<file path="src/hw/rtl/xtdc_pkg.sv">
// ----------------------------------------------------------------------------
// xtdc_pkg
// Types, constants and the round mix function for the XTEA decipher block.
// ----------------------------------------------------------------------------
package xtdc_pkg;

    localparam int unsigned WORD_W    = 32;
    localparam int unsigned KEY_WORDS = 4;
    localparam int unsigned KEY_IDX_W = 2;
    localparam int unsigned ROUNDS_DEF = 64;
    localparam logic [WORD_W-1:0] DELTA = 32'h9e37_79b9;

    typedef logic [WORD_W-1:0] t_word;
    typedef logic [KEY_IDX_W-1:0] t_key_idx;
    typedef t_word [KEY_WORDS-1:0] t_key_arr;

    typedef struct packed {
        t_word cipher_first;
        t_word cipher_second;
    } t_in_data;

    typedef struct packed {
        t_word plain_first;
        t_word plain_second;
    } t_out_data;

    // Block as it moves through the pipeline
    typedef struct packed {
        t_word first;
        t_word second;
    } t_blk;

    // Pipeline handshake between stages
    typedef struct packed {
        logic en;
        logic valid;
    } t_stg_ctl;

    function automatic t_word xtdc_mix(input t_word w);
        return ((w << 4) ^ (w >> 5)) + w;
    endfunction

endpackage

</file>
<file path="src/hw/rtl/xtdc_half_round.sv">
// ----------------------------------------------------------------------------
// xtdc_half_round
// One registered half round: updates either the second or the first word.
// ----------------------------------------------------------------------------
module xtdc_half_round #(
    parameter logic [31:0] SUM        = 32'h0,
    parameter bit          UPD_SECOND = 1'b1
) (
    input  logic               i_clk,
    input  logic               i_rst_n,
    input  xtdc_pkg::t_stg_ctl i_ctl,
    input  xtdc_pkg::t_blk     i_blk,
    input  xtdc_pkg::t_word    i_key,
    output logic               o_valid,
    output xtdc_pkg::t_blk     o_blk
);
    import xtdc_pkg::*;

    logic  r_valid;
    t_blk  r_blk;
    t_blk  n_blk;
    t_word sum_key;

    assign sum_key = SUM + i_key;

    always_comb begin
        n_blk = i_blk;
        if (UPD_SECOND) begin
            n_blk.second = i_blk.second - (xtdc_mix(i_blk.first) ^ sum_key);
        end else begin
            n_blk.first = i_blk.first - (xtdc_mix(i_blk.second) ^ sum_key);
        end
    end

    always_ff @(posedge i_clk) begin
        if (!i_rst_n) begin
            r_valid <= 1'b0;
        end else if (i_ctl.en) begin
            r_valid <= i_ctl.valid;
        end
    end

    always_ff @(posedge i_clk) begin
        if (i_ctl.en) begin
            r_blk <= n_blk;
        end
    end

    assign o_valid = r_valid;
    assign o_blk   = r_blk;

endmodule

</file>
<file path="config.mk">
export PLATFORM = sky130hd
export DESIGN_NAME = xtdc_half_round
export DESIGN_NICKNAME = d
export VERILOG_FILES = /design/src/hw/rtl/xtdc_pkg.sv /design/src/hw/rtl/xtdc_half_round.sv
export SDC_FILE = /design/constraint.sdc
export NUM_CORES = 1
export LEC_CHECK = 0
export BUFFER_PORTS_ARGS = -buffer_cell sky130_fd_sc_hd__buf_2
export CELL_PAD_IN_SITES_DETAIL_PLACEMENT = 0
export CELL_PAD_IN_SITES_GLOBAL_PLACEMENT = 2
export CORE_MARGIN = 2
export CORE_UTILIZATION = 32
export DETAILED_ROUTE_END_ITERATION = 12
export PLACE_DENSITY = 0.83
export SYNTH_ARGS = -nofsm -noshare
export SYNTH_HDL_FRONTEND = slang
export SYNTH_SLANG_ARGS = --single-unit
export TNS_END_PERCENT = 50
</file>
<file path="constraint.sdc">
create_clock -name i_clk -period 5.4 [get_ports i_clk]
set_clock_uncertainty 0.1 [all_clocks]
set_input_delay 0.54 -clock i_clk [delete_from_list [all_inputs] [get_ports i_clk]]
set_output_delay 0.54 -clock i_clk [all_outputs]
set_load 0.01 [all_outputs]
</file>
==> run metrics, run 1 <==
CTS tree=built; Reg-to-Reg Start=o_valid; syn_nets=725; TNS Setup=0 ps; Post-Syn Area=5650 sq um; Cell Chain, Critical Path=buf_2, xor2_1, ha_1, a21oi_1, o211ai_1, a221oi_2, a31oi_1, a221o_1, a21o_1, a21oi_1, xnor2_1, ha_1, nand4_1, nor3_1, a22o_1, o41ai_2, a21boi_2, o31ai_4, mux2i_1, nand3_1; cts bufs inserted=9; min Tclk post-route=4960 ps; final worst slack=438 ps; GRT Resource Usage Total=17.2%; Slowest cell on crit path=o41ai_2; routability congestion estimate from global placement=0.877; die area=18700 sq um; Die X=137 um; Syn Inst Count=557; syn avg cell area=10.1 sq um; Setup CP Type=in2reg; DRT Wirelength=16100 um; Setup Viol. Count Final=0; flops & latches, synth=65; area grow syn2layout=24.9%; leakage=3.15 nW; DR iter-0 viols=289; I/O pins=165; Slew Viols, Final=0; Pwr Density=406 nW/um^2; Port Buffers=164; status=complete, no violations; Max Freq=202 MHz; clock slew at reported path FFs=60 ps; htree depth=3; register-to-register setup slack=4710 ps; hold buffer count at CTS=0; initial antenna violation count=0; Post-synth top flop=edfxtp_1; core area=17300 sq um; hpwl dp=13200 um; Worst Reg2Reg Path Length in Cells=2; RSZ-0062 raised after global routing=false; WP buf/inv=1; DR DRC count=0; number of global-route vias before repair=4620; post_cts resized=0; Worst setup SP type=primary input; area of the multi-input gates=3580 sq um; WL/cell=16.8 um; layout cells sized above 1=26.8%; first-pass GRT wire length=24400 um; Critical Path Source=i_blk[43]; FP Rows=48; crit-path max FO=7; HP Start=i_rst_n; Register Area=1940 sq um; FFs w/ async S/R, synth=0%; Die Y=137 um; CTS sink count=65; worst slew pin tran=856 ps; Synth warnings=0; detailed-route via count=4781; CP max stage delay=410 ps; worst skew pair latency=340 ps; Starting Density=32.7%; CP Data Required Time=5390 ps; sequential element share of the synthesized area=34.4%; fin crit share=91.9%; hold path depth=2; Clock Tree Buf Depth=2; maximum VDD drop=0.000162 V; Crit Reg-Reg Endpoint=o_valid; Placed Cells=940; via-per-instance ratio=5.00; worst-case hold path end point=o_valid; largest net degree at the start of global routing=66; grt ovf=0; CP Capture Type=flop; setup repair bufs after CTS=0; Max Cap Violations=0; dpl ws=133 ps; Post-synth EDFFs=64; Hold WC Path Type=in2reg; final-stage net count=894; root buffer cell=clkbuf_16; Finished Layout Cells=956; utilization after layout=40.8%; Cell variety after synth=63; number of routed nets with antenna violations=0; commonest non-fill, non-tap cell in the layout=buf_2; CP delay by family, top=compound AO/OA/AOI/OAI gates; Filler cells=1748; Worst EP arrival=4950 ps; drt pass-1 iters=4; most frequent cells in the layout=164 x buf_2, 66 x ha_1, 65 x xnor2_1; final hold vios=0; Ant. Diodes=0; relative slew slack=42.9%
[worst reg2reg max path: cells and delay by family, from the launching register on]
kind	cells	cell delay [ps]
multiplexers	1	130
AND/OR/NAND/NOR	1	60
flip-flops	1	300
[cells by family (layout without fill, tap and decap cells)]
family / Yosys count / in the layout / share of synthesized area, %
compound gates: 168 / 168 / 20.8
simple gates: 110 / 110 / 9.74
flops: 65 / 65 / 34.4
fa+ha+maj: 68 / 68 / 15.3
mux: 2 / 2 / 0.354
buf+inv: 33 / 207 / 2.21
xor+xnor: 111 / 111 / 17.2
[per-stage QoR]
step	power [mW]	hold WS [ps]	area [sq um]
2_1_floorplan	1.82	438	5650
3_3_place_gp	2.23	391	6740
3_5_place_dp	2.24	406	6740
4_1_cts	2.89	289	7060
5_1_grt	3.07	312	7060
6_report	2.86	305	7060
[Yosys cell counts, types with 2 or more instances]
library cell	n	area, sq um
nand2b_1	5	31.3
o22ai_1	2	12.5
a21o_1	24	180
o211ai_1	4	30.0
a311oi_1	2	17.5
o21a_1	3	22.5
a31oi_1	11	68.8
a21boi_1	3	22.5
and4_1	3	26.3
nand3_1	9	45.0
o21ai_0	19	95.1
xnor2_1	65	569
a21boi_0	2	15.0
o31a_1	3	26.3
a22o_1	3	26.3
xor2_1	46	403
a211oi_2	2	25.0
o311a_1	2	20.0
inv_1	25	93.8
nor2b_1	7	43.8
and3_1	8	50.1
clkbuf_1	7	26.3
a21oi_1	43	215
a2111o_1	2	22.5
fa_1	2	40.0
a211o_1	2	17.5
o21bai_1	11	82.6
nand2_1	30	113
o21ai_1	7	35.0
nor3_1	10	50.1
nor2_1	21	78.8
edfxtp_1	64	1920
a211oi_1	3	22.5
ha_1	66	826
nor4_1	2	12.5
a221oi_1	2	17.5
and2_1	2	12.5
mux2i_1	2	20.0
nand4_1	8	50.1
a221oi_2	2	30.0
[power breakdown]
group,switching (mW),internal [mW]
combinational,0.817,0.632
clock,0.230,0.404
sequential,0.0276,0.754
[per-layer routing]
layer,vias to the layer above,track usage (%),wire [um]
li1,2442,-,-
met1,2211,23.6,7600
met2,116,26.9,7480
met3,12,3.19,800
met4,0,6.19,172
met5,-,0,0
[sequential cells by signal, indices dropped and copies added (netlist names)]
register  count
o_valid       1
o_blk        64
[cell type report]
class	instances	share of cell area, %
clock buffer	9	3.19
tap	225	3.99
timing repair buffer	166	11.8
clock inverter	7	1.35
inverter	25	1.33
sequential	65	27.5
multi-input combinational	459	50.8
[how the worst max path moves through the flow]
stage                     end  slack [ps]  depth (start not counted)
finish              o_blk[28]         440                         20
global route        o_blk[28]          70                         20
CTS                 o_blk[28]         500                         20
detailed placement  o_blk[28]         130                         20
global placement    o_blk[28]         230                         20
floorplan           o_blk[28]         720                         19
Note: power is estimated with default switching activity, not from simulation.
==> inputs of run 2 (changes only) <==
--- a/config.mk
+++ b/config.mk
@@ -5,7 +5,7 @@
 export SDC_FILE = /design/constraint.sdc
 export NUM_CORES = 1
 export LEC_CHECK = 0
-export BUFFER_PORTS_ARGS = -buffer_cell sky130_fd_sc_hd__buf_2
+export BUFFER_PORTS_ARGS = -buffer_cell sky130_fd_sc_hd__buf_4
 export CELL_PAD_IN_SITES_DETAIL_PLACEMENT = 0
 export CELL_PAD_IN_SITES_GLOBAL_PLACEMENT = 2
 export CORE_MARGIN = 2
==> run metrics, run 2 (synthesized netlist as in run 1, its figures left out) <==
Slew Viols, Final=0; number of global-route vias before repair=4664; die area=18700 sq um; post_cts resized=0; core area=17300 sq um; TNS Setup=0 ps; drt pass-1 iters=5; CTS tree=built; WL/cell=17.0 um; hold buffer count at CTS=0; Setup CP Type=in2reg; Worst EP arrival=4960 ps; crit-path max FO=7; WP buf/inv=1; FP Rows=48; Die Y=137 um; dpl ws=95.0 ps; largest net degree at the start of global routing=66; crit path capture=o_blk[28]; Max Cap Violations=0; Port Buffers=164; CTS sink count=65; min Tclk post-route=4960 ps; maximum VDD drop=0.000183 V; Die X=137 um; worst skew pair latency=340 ps; Pwr Density=397 nW/um^2; CP max stage delay=430 ps; routability congestion estimate from global placement=0.868; Slowest cell on crit path=o41ai_2; grt ovf=0; Starting Density=32.7%; Reg-to-Reg Start=o_valid; hpwl dp=13300 um; Max Freq=201 MHz; number of routed nets with antenna violations=0; GRT Resource Usage Total=17.5%; RSZ-0062 raised after global routing=false; final hold vios=0; final worst slack=437 ps; Hold WC Path Type=in2reg; Clock Tree Buf Depth=2; setup repair bufs after CTS=0; detailed-route via count=4810; Ant. Diodes=0; area grow syn2layout=31.9%; DRT Wirelength=16300 um; CP delay by family, top=compound AO/OA/AOI/OAI gates; max FFs per register=64; CP Data Required Time=5400 ps; layout cells sized above 1=26.6%; clock slew at reported path FFs=60 ps; initial antenna violation count=0; Worst Reg2Reg Path Length in Cells=2; Critical Path Source=i_blk[43]; cts bufs inserted=9; via-per-instance ratio=5.04; htree depth=3; fin crit share=91.9%; WP depth=20; worst slew pin tran=853 ps; Setup Viol. Count Final=0; I/O pins=165; register-to-register setup slack=4700 ps; Worst setup SP type=primary input; commonest non-fill, non-tap cell in the layout=buf_4; worst hold slack=300 ps; Crit Reg-Reg Endpoint=o_valid; DR DRC count=0; CP Capture Type=flop; relative slew slack=43.2%; leakage=3.28 nW; status=complete, no violations; DR iter-0 viols=256; first-pass GRT wire length=25000 um; root buffer cell=clkbuf_16; final-stage net count=893; Cell Chain, Critical Path=buf_4, xor2_1, ha_1, a21oi_1, o211ai_1, a221oi_2, a31oi_1, a221o_1, a21o_1, a21oi_1, xnor2_1, ha_1, nand4_1, nor3_1, a22o_1, o41ai_2, a21boi_2, o31ai_4, mux2i_1, nand3_1; most frequent cells in the layout=165 x buf_4, 66 x ha_1, 65 x xnor2_1
[run 2: cell count changes in the layout (fill, tap and decap cells not counted)]
cell,delta
buf_2,-164
buf_4,+163
clkinv_4,-2
clkbuf_1,+1
clkinv_2,+1
[run 2: how the worst min path moves through the flow]
stage                         start        end  slack (ps)  cells past startpoint
after global placement      o_valid    o_valid         400                      2
after floorplan             o_valid    o_valid         440                      2
after detailed placement    o_valid    o_valid         430                      2
after CTS                 i_blk[32]  o_blk[32]         290                      1
after global routing      i_blk[60]  o_blk[60]         290                      1
final                     i_blk[35]  o_blk[35]         300                      1
[run 2: stage by stage]
step / instance area, sq um / power (mW) / util, % / cells
2_1_floorplan: 5650 / 1.82 / - / 557
3_3_place_gp: 7140 / 2.33 / 41.3 / 939
3_5_place_dp: 7140 / 2.34 / 41.3 / 939
4_1_cts: 7450 / 2.98 / 43.1 / 955
5_1_grt: 7450 / 3.17 / 43.1 / 955
6_report: 7450 / 2.96 / 43.1 / 955
[run 2: routing by layer]
layer	share of wire [%]	GRT usage [%]
met3	4.6	4.00
met1	47	24.1
met5	0	0
met2	47	27.9
met4	0.96	4.01
[run 2: where the power goes]
part	switching, mW	internal, mW	total [mW]	leakage (nW)
sequential	0.0356	0.755	0.791	0.635
combinational	0.820	0.719	1.54	2.50
clock	0.227	0.402	0.629	0.152
total	1.08	1.88	2.96	3.28
[run 2: cell type report]
type | count | area (sq um)
clock buffers | 10 | 229
clock inverters | 6 | 82.6
fillers | 1740 | 9850
inverters | 25 | 93.8
multi-input cells | 459 | 3580
flip-flops and latches | 65 | 1940
well taps | 225 | 282
repair buffers | 165 | 1240
